## config.mk

```make
export PLATFORM = sky130hd
export DESIGN_NAME = sdes_ctr_byte_cipher
export DESIGN_NICKNAME = d
export VERILOG_FILES = /design/src/rtl/sdes_pkg.sv /design/src/rtl/sdes_ctr_byte_cipher.sv /design/src/rtl/sdes_core.sv
export SDC_FILE = /design/constraint.sdc
export NUM_CORES = 1
export LEC_CHECK = 0
export BUFFER_PORTS_ARGS = -buffer_cell sky130_fd_sc_hd__buf_2
export CAP_MARGIN = 0
export CORE_MARGIN = 10
export CORE_UTILIZATION = 40
export CTS_CLUSTER_DIAMETER = 200
export DETAILED_ROUTE_END_ITERATION = 12
export PLACE_DENSITY = 0.6
export SLEW_MARGIN = 10
export SYNTH_ARGS = -nofsm -noshare
export SYNTH_HDL_FRONTEND = slang
export SYNTH_SLANG_ARGS = --single-unit
```

## constraint.sdc

```tcl
create_clock -name clk -period 7.7 [get_ports clk]
set_input_delay 0.385 -clock clk [delete_from_list [all_inputs] [get_ports clk]]
set_output_delay 0.385 -clock clk [all_outputs]
set_load 0.01 [all_outputs]
```

## src/rtl/sdes_pkg.sv

```systemverilog
`timescale 1ns / 1ps
// ----------------------------------------------------------------------------
// sdes_pkg
// S-DES permutations, S-boxes, round function and key schedule shared by the
// counter-mode byte cipher and its encryption core.
// ----------------------------------------------------------------------------
package sdes_pkg;

	localparam int KEY_W   = 10;
	localparam int BYTE_W  = 8;
	localparam int CFG_W   = 10;
	localparam int CFG_IDX_W = 1;

	localparam logic [KEY_W-1:0]  KEY_RESET   = 10'd325;
	localparam logic [BYTE_W-1:0] NONCE_RESET = 8'd228;

	// Register indexes on the configuration port
	localparam logic [CFG_IDX_W-1:0] REG_CIPHER_KEY  = 1'b0;
	localparam logic [CFG_IDX_W-1:0] REG_NONCE_VALUE = 1'b1;

	typedef struct packed {
		logic [7:0] k1;
		logic [7:0] k2;
	} sdes_subkeys_t;

	// S-boxes, indexed by {row, col}
	localparam logic [1:0] SBOX0 [16] = '{
		2'd1, 2'd0, 2'd3, 2'd2,
		2'd3, 2'd2, 2'd1, 2'd0,
		2'd0, 2'd2, 2'd1, 2'd3,
		2'd3, 2'd1, 2'd3, 2'd2
	};
	localparam logic [1:0] SBOX1 [16] = '{
		2'd0, 2'd1, 2'd2, 2'd3,
		2'd2, 2'd0, 2'd1, 2'd3,
		2'd3, 2'd0, 2'd1, 2'd0,
		2'd2, 2'd1, 2'd0, 2'd3
	};

	// Table position 1 is the MSB throughout
	function automatic logic [9:0] perm_p10(input logic [9:0] v);
		return {v[7], v[5], v[8], v[3], v[6], v[0], v[9], v[1], v[2], v[4]};
	endfunction

	function automatic logic [7:0] perm_p8(input logic [9:0] v);
		return {v[4], v[7], v[3], v[6], v[2], v[5], v[0], v[1]};
	endfunction

	function automatic logic [7:0] perm_ip(input logic [7:0] v);
		return {v[6], v[2], v[5], v[7], v[4], v[0], v[3], v[1]};
	endfunction

	function automatic logic [7:0] perm_fp(input logic [7:0] v);
		return {v[4], v[7], v[5], v[3], v[1], v[6], v[0], v[2]};
	endfunction

	function automatic logic [7:0] perm_ep(input logic [3:0] v);
		return {v[0], v[3], v[2], v[1], v[2], v[1], v[0], v[3]};
	endfunction

	function automatic logic [3:0] perm_p4(input logic [3:0] v);
		return {v[2], v[0], v[1], v[3]};
	endfunction

	// Row from outer bits, column from inner bits
	function automatic logic [1:0] sbox0_lookup(input logic [3:0] n);
		return SBOX0[{n[3], n[0], n[2], n[1]}];
	endfunction

	function automatic logic [1:0] sbox1_lookup(input logic [3:0] n);
		return SBOX1[{n[3], n[0], n[2], n[1]}];
	endfunction

	function automatic logic [3:0] round_f(input logic [3:0] r, input logic [7:0] k);
		logic [7:0] e;
		e = perm_ep(r) ^ k;
		return perm_p4({sbox0_lookup(e[7:4]), sbox1_lookup(e[3:0])});
	endfunction

	function automatic sdes_subkeys_t key_sched(input logic [KEY_W-1:0] key);
		logic [9:0]    p;
		logic [4:0]    hl;
		logic [4:0]    hr;
		sdes_subkeys_t sk;
		p  = perm_p10(key);
		hl = p[9:5];
		hr = p[4:0];
		// rotate left by 1, then by 3 in total
		sk.k1 = perm_p8({hl[3:0], hl[4], hr[3:0], hr[4]});
		sk.k2 = perm_p8({hl[1:0], hl[4:2], hr[1:0], hr[4:2]});
		return sk;
	endfunction

endpackage

```

## src/rtl/sdes_ctr_byte_cipher.sv

```systemverilog
`timescale 1ns / 1ps
// ----------------------------------------------------------------------------
// sdes_ctr_byte_cipher
// S-DES counter-mode byte cipher: keystream = S-DES(counter ^ nonce),
// data_out = data_in ^ keystream. Same operation encrypts and decrypts.
// ----------------------------------------------------------------------------
// Pipeline: an accepted beat is registered into stage 1, then XORed with the keystream
// into the output register. Throughput: one byte per cycle while out_stall is low;
// counter select at input stage, S-DES rounds in the stage before the output register.
// Reset: counter cleared, pipeline emptied, key 325 and nonce 228 restored.
// Subkeys are derived when the key is written and held in registers.
module sdes_ctr_byte_cipher import sdes_pkg::*; (
	input  logic                 clk,
	input  logic                 arst_n,
	input  logic                 cfg_we,
	input  logic [CFG_IDX_W-1:0] cfg_index,
	input  logic [CFG_W-1:0]     cfg_data,
	input  logic                 in_valid,
	output logic                 in_stall,
	input  logic                 restart,
	input  logic [7:0]           data_in,
	output logic                 out_valid,
	input  logic                 out_stall,
	output logic [7:0]           data_out
);

	sdes_subkeys_t subkeys_q;
	logic [7:0]    nonce_q;
	logic [7:0]    ctr_q;
	logic [7:0]    ctr_sel;

	logic          vld_s1;
	logic [7:0]    blk_s1;
	logic [7:0]    data_s1;
	logic          vld_s2;
	logic [7:0]    data_s2;

	logic          adv1;
	logic          adv2;
	logic          in_acc;
	logic [7:0]    ks;

	assign adv2     = !vld_s2 || !out_stall;
	assign adv1     = !vld_s1 || adv2;
	assign in_stall = !adv1;
	assign in_acc   = in_valid && adv1;
	assign ctr_sel  = restart ? 8'd0 : ctr_q;

	always_ff @(posedge clk or negedge arst_n) begin
		if (!arst_n) begin
			subkeys_q <= key_sched(KEY_RESET);
			nonce_q   <= NONCE_RESET;
		end else if (cfg_we) begin
			unique case (cfg_index)
				REG_CIPHER_KEY:  subkeys_q <= key_sched(cfg_data[KEY_W-1:0]);
				REG_NONCE_VALUE: nonce_q   <= cfg_data[BYTE_W-1:0];
				default: ;
			endcase
		end
	end

	always_ff @(posedge clk or negedge arst_n) begin
		if (!arst_n) begin
			ctr_q  <= '0;
			vld_s1 <= 1'b0;
			vld_s2 <= 1'b0;
		end else begin
			if (in_acc)
				ctr_q <= ctr_sel + 8'd1;
			if (adv1)
				vld_s1 <= in_valid;
			if (adv2)
				vld_s2 <= vld_s1;
		end
	end

	always_ff @(posedge clk) begin
		if (in_acc) begin
			blk_s1  <= ctr_sel ^ nonce_q;
			data_s1 <= data_in;
		end
		if (adv2 && vld_s1)
			data_s2 <= data_s1 ^ ks;
	end

	sdes_core u_core (
		.blk     (blk_s1),
		.subkeys (subkeys_q),
		.ks      (ks)
	);

	assign out_valid = vld_s2;
	assign data_out  = data_s2;

endmodule

```

## src/rtl/sdes_core.sv

```systemverilog
`timescale 1ns / 1ps
// ----------------------------------------------------------------------------
// sdes_core
// Two-round S-DES block encryption of one byte under precomputed subkeys.
// ----------------------------------------------------------------------------
module sdes_core import sdes_pkg::*; (
	input  logic [7:0]    blk,
	input  sdes_subkeys_t subkeys,
	output logic [7:0]    ks
);

	logic [7:0] x;
	logic [3:0] r1;
	logic [3:0] l2;

	always_comb begin
		x  = perm_ip(blk);
		// round 1, then halves swap
		r1 = x[7:4] ^ round_f(x[3:0], subkeys.k1);
		// round 2 on the swapped halves
		l2 = x[3:0] ^ round_f(r1, subkeys.k2);
		ks = perm_fp({l2, r1});
	end

endmodule

```

Word-level counts from Yosys, hierarchy flattened. Memory sizes are Yosys's and may differ from the RTL's. Cells that the tools add are included.

Input bits: 25. Memories: 4. Register bits: 58. Bits in read-only memories: 128. Output and inout port bits: 10.

Add/subtract/negate cells: 1. Multiplexer cells: 9. Bitwise logic cells: 11. Order comparisons: 4. Reductions and logical operators: 10.

Memories: (name not given) (depth 16, bits a word 2, read ports 1, clocked after memory_dff 0, write ports 0, line sdes_pkg.sv:67) `return SBOX0[{n[3], n[0], n[2], n[1]}];`; (name not given) (depth 16, bits a word 2, read ports 1, clocked after memory_dff 0, write ports 0, line sdes_pkg.sv:71) `return SBOX1[{n[3], n[0], n[2], n[1]}];`; (name not given) (depth 16, bits a word 2, read ports 1, clocked after memory_dff 0, write ports 0, line sdes_pkg.sv:71); (name not given) (depth 16, bits a word 2, read ports 1, clocked after memory_dff 0, write ports 0, line sdes_pkg.sv:67).

Operator list (number): $xor A8 B8 Y8 (4); $ge A5 B5 Y1 const B (4); $not A4 Y5 (4); $mux W2 (8); $add A8 B1 Y8 const B (1); $mux W8 (1); $xor A4 B4 Y4 (2); $logic_not A1 Y1 (4); $reduce_and A2 Y1 (2); $logic_and A1 B1 Y1 (2); $logic_or A1 B1 Y1 (2); $not A1 Y1 (1).

Depth between registers and ports, before layout.
Word-level depth: 13. Mapped depth: 12. Gate-level depth less buffers: 11.

Modules after synthesis. A second synthesis with hierarchy kept.

Cell total of the unflattened synthesis: 198. Area total of the unflattened synthesis: 2700.1 um2.

Modules (own cells, without submodules): sdes_ctr_byte_cipher (seq. area each 1431.4 um2, area an instance 2139.6 um2, times used 1, cells each 137); sdes_core (seq. area each 0.0 um2, area an instance 560.5 um2, times used 1, cells each 61).

Worst setup path before layout. OpenSTA, ideal clock, no wires.

Kind: reg2reg. From: register blk_s1[1]. To: register data_s2[5], in the netlist data_out[5], data pin. Data required time: 7.440 ns. Clock period less this slack: 2.643 ns. Library setup time: 0.260 ns. Arrival: 2.383 ns. Slack: 5.057 ns. Cell stages (with the launch flop): 13. Path through: edfxtp_1 -> clkbuf_4 -> xnor2_2 -> ha_1 -> and2_1 -> o31a_4 -> xor2_4 -> xnor2_2 -> ha_1 -> inv_1 -> mux2_2 -> mux2i_1 -> xnor2_1.

Cells in the longest elaborated chain, start to end: 13. Elaborated cells between the ends (all ways): 17. Those cells by class: 6 x mux; 8 x bitwise; 3 x memory.

RTL lines: from (decl) (line sdes_ctr_byte_cipher.sv:33) `logic [7:0] blk_s1;`; from (signal assigned) (line sdes_ctr_byte_cipher.sv:79) `blk_s1 <= ctr_sel ^ nonce_q;`; $xor A8 B8 Y8 * (line sdes_pkg.sv:76) `e = perm_ep(r) ^ k;`; $not A4 Y5, on equally long branches (line sdes_pkg.sv:71, sdes_pkg.sv:67); $mem_v2 Z16 W2, on equally long branches; $mux W2, on equally long branches (2 in series) (line sdes_pkg.sv:71, sdes_pkg.sv:67); $xor A4 B4 Y4 * (line sdes_core.sv:19) `r1 = x[7:4] ^ round_f(x[3:0], subkeys.k1);`; $xor A8 B8 Y8 * (line sdes_pkg.sv:76); $not A4 Y5 (implied by the code) * (line sdes_pkg.sv:71); $mem_v2 Z16 W2 *; $mux W2 (implied by the code) * (2 in series) (line sdes_pkg.sv:71); $xor A4 B4 Y4 * (line sdes_core.sv:21) `l2 = x[3:0] ^ round_f(r1, subkeys.k2);`; $xor A8 B8 Y8 * (line sdes_ctr_byte_cipher.sv:83) `data_s2 <= data_s1 ^ ks;`; to (signal assigned) (line sdes_ctr_byte_cipher.sv:83); to (decl) (line sdes_ctr_byte_cipher.sv:36) `logic [7:0] data_s2;`.

Every way passes the cells marked *; elsewhere a longest branch is shown, timed or not. The select of a mux whose other input is x is not followed. A chain may end at the register's enable or synchronous reset.

Final worst setup path. Ends and elaborated chain as after synthesis.

==> reports/results.txt <==
Critical path required time -> 7750 ps
Fmax -> 340 MHz
Largest net degree at the start of global routing -> 29
Crit path largest cell delay -> 590 ps
EDFF count, synth -> 24
VDD IR-drop max -> 0.122 mV
Register area share after synthesis -> 0.492
R2R Setup Slk -> 4760 ps
Core ar. -> 7180 µm²
Global route total overflow -> 0
Vias in the first global route -> 1786
GR Layer Usage met3 -> 0.0250
Critical Path, Cell by Cell -> xnor2_2 -> ha_1 -> and2_1 -> o31a_4 -> xor2_4 -> xnor2_2 -> ha_1 -> inv_1 -> mux2_2 -> mux2i_1 -> xnor2_1
Slew Viols, Final -> 0
Post-route ant nets -> 0
Drt wl/cell -> 15.0 µm
Sink Count -> 52
Met1 usage -> 0.127
Initial Util -> 0.405
Clock Skew -> 6.56 ps
Clk buf depth -> 2
Reg-to-reg endpoint -> data_out[5]
Fin Setup TNS -> 0 ps
Fin Hold WS -> 97.3 ps
Root Buffer -> clkbuf_8
Post-CTS setup buffers -> 0
Seq pwr share -> 0.414
Clk_lat worst skew -> 300 ps
Cells on worst reg2reg path -> 11
TritonCTS clock tree -> yes
Crit. End Element -> flop
Detail Placement HPWL -> 4.21 mm
Initial antenna violation count -> 0
Final Wtd Congestion -> 0.807
CP arrival -> 3000 ps
Most common cell after layout, fill and taps aside -> buf_2
Storage element area -> 1430 µm²
Tightest Pin Transition -> 1030 ps
Total of max-cap violations -> 0
Post-synthesis cell type count -> 45
Critical path's slowest cell -> edfxtp_1
Synthesis-to-layout area growth -> 12.2%
Routing usage on met2 -> 0.167
First-pass GRT wire length -> 9.14 mm
Mapped Avg Cell Area -> 12.6 µm²
Via count -> 1724
DRC viols -> 0
Clk pwr share -> 0.166
Int Pwr -> 648 µW
Hold Vio Cnt, Final -> 0
Lkg Pwr -> 1.28 nW
Power Density -> 301 nW/µm²
Ports -> 35
Status -> complete, no violations
Crit share post-route -> 0.382
Die area -> 11100 µm²
Die Height -> 105 µm
Area taken by multi-input logic gates -> 1420 µm²
Most frequent cells in the layout -> buf_2, xnor2_1, edfxtp_1, dfrtp_1, mux2_2
Layer with the highest usage -> met2
Clock-pin slew on the worst setup and hold paths -> 100 ps
Crit path depth -> 11
Max_slew headroom -> 0.313
Die width -> 105 µm
RSZ-0062 raised after global routing -> no
Hold Buf Count CTS -> 0
Worst path bufs/invs -> 1
Post-synth ARST share -> 0.538
Combinational power share -> 0.420
# resized after CTS -> 0
Total track usage -> 0.101
Drt first pass iters -> 4
CP Launch Type -> flop
Top_reg_cell synth -> edfxtp_1
Mapped Area -> 2910 µm²
Sw Share -> 0.340
Flops & latches, synth -> 52
Switch Pwr -> 334 µW
Num CTS Buffers -> 5
Final WL -> 5.49 mm
ANT cells -> 0
# rows -> 31
Cell family with most CP delay -> XOR/XNOR gates
Setup violators final -> 0
Fillers -> 661
WS Path Type -> reg2reg
Mapped Cells -> 231
Vias per cell -> 4.72
H-tree depth -> 2
Worst-path maximum fanout -> 8
Iter 0 DRT Violations -> 43
Final Critical Period -> 2940 ps
Worst hold path type -> in2async
Synth Warn # -> 0
Net count after synthesis -> 259
Fin nets -> 293
Reg2reg start -> blk_s1[1]
IO buf count -> 34
Fraction of layout cells with a size suffix above 1 -> 0.316
-- power groups by stage --
stage,Sequential [mW],Combinational (mW),Clock [mW]
floorplan,0.406,0.338,0
global placement,0.410,0.405,0
detailed placement,0.413,0.417,0
CTS,0.407,0.418,0.170
global route,0.412,0.461,0.180
finish,0.406,0.412,0.163
-- worst register-to-register path, stage by stage, from the launching register on --
cell and delay (ps):
edfxtp_1 590, xnor2_2 280, ha_1 240, and2_1 150, o31a_4 360, xor2_4 170
xnor2_2 200, ha_1 180, inv_1 40, mux2_2 250, mux2i_1 160, xnor2_1 90
-- routing by layer --
metal | routed length (µm) | part of all wire
met5 | 0 | 0
met4 | 76 | 0.014
met3 | 173 | 0.032
met2 | 2670 | 0.49
met1 | 2570 | 0.47
-- area by class of cell --
class,instances,share of cell area
clock buffer,7,0.0264
sequential,52,0.438
multi-input combinational,166,0.434
tap,99,0.0379
timing repair buffer,35,0.0544
clock inverter,1,0.00268
inverter,5,0.00575
-- registers in the layout, summed over array words and instances, names as in the netlist --
| name | flops |
|---|---|
| out_valid | 1 |
| ctr_q | 8 |
| blk_s1 | 8 |
| data_out | 8 |
| vld_s1 | 1 |
| data_s1 | 8 |
| subkeys_q | 10 |
| nonce_q | 8 |
-- cells in the mapped netlist (2+ instances only) --
library cell,count,area share
nand2_1,16,0.021
xnor2_1,30,0.090
buf_4,2,0.0052
clkbuf_1,5,0.0065
ha_1,3,0.013
inv_1,4,0.0052
a21boi_0,2,0.0052
nand2b_1,7,0.015
o21ai_1,6,0.010
nor3_1,5,0.0086
xor2_4,2,0.019
o21ai_0,5,0.0086
nor2_1,6,0.0077
mux2_2,17,0.066
edfxtp_1,24,0.25
xnor2_2,6,0.034
dfstp_2,8,0.072
mux2i_1,6,0.021
xor2_1,12,0.036
dfrtp_1,20,0.17
nand3_1,6,0.010
nor2b_1,4,0.0086
xor2_2,2,0.011
mux2_1,4,0.015
a21oi_1,8,0.014
and2_1,2,0.0043
-- per-stage QoR --
step | std cells | util | power (mW) | area [µm²] | setup slack [ps]
2_1_floorplan | 231 | - | 0.744 | 2910 | 5060
3_3_place_gp | 357 | 0.442 | 0.816 | 3170 | 4880
3_5_place_dp | 357 | 0.442 | 0.829 | 3170 | 4770
4_1_cts | 365 | 0.455 | 0.995 | 3260 | 4750
5_1_grt | 365 | 0.455 | 1.05 | 3260 | 4640
6_report | 365 | 0.455 | 0.981 | 3260 | 4760
-- cells by family after synthesis --
family | Yosys count | synth area share
mux | 27 | 0.102
xor+xnor | 54 | 0.207
simple gates | 46 | 0.0753
fa+ha+maj | 3 | 0.0129
buf+inv | 13 | 0.0206
compound gates | 36 | 0.0899
flops | 52 | 0.492
-- how the worst max path moves through the flow --
stage / startpoint / to / slack (ps)
final: blk_s1[1] / data_out[5] / 4760
after global placement: blk_s1[1] / data_out[5] / 4880
after detailed placement: blk_s1[1] / data_out[5] / 4770
after global routing: blk_s1[1] / data_out[5] / 4640
after CTS: blk_s1[1] / data_out[5] / 4750
after floorplan: blk_s1[1] / data_out[5] / 5060
Power figures use the tool's default switching activity.
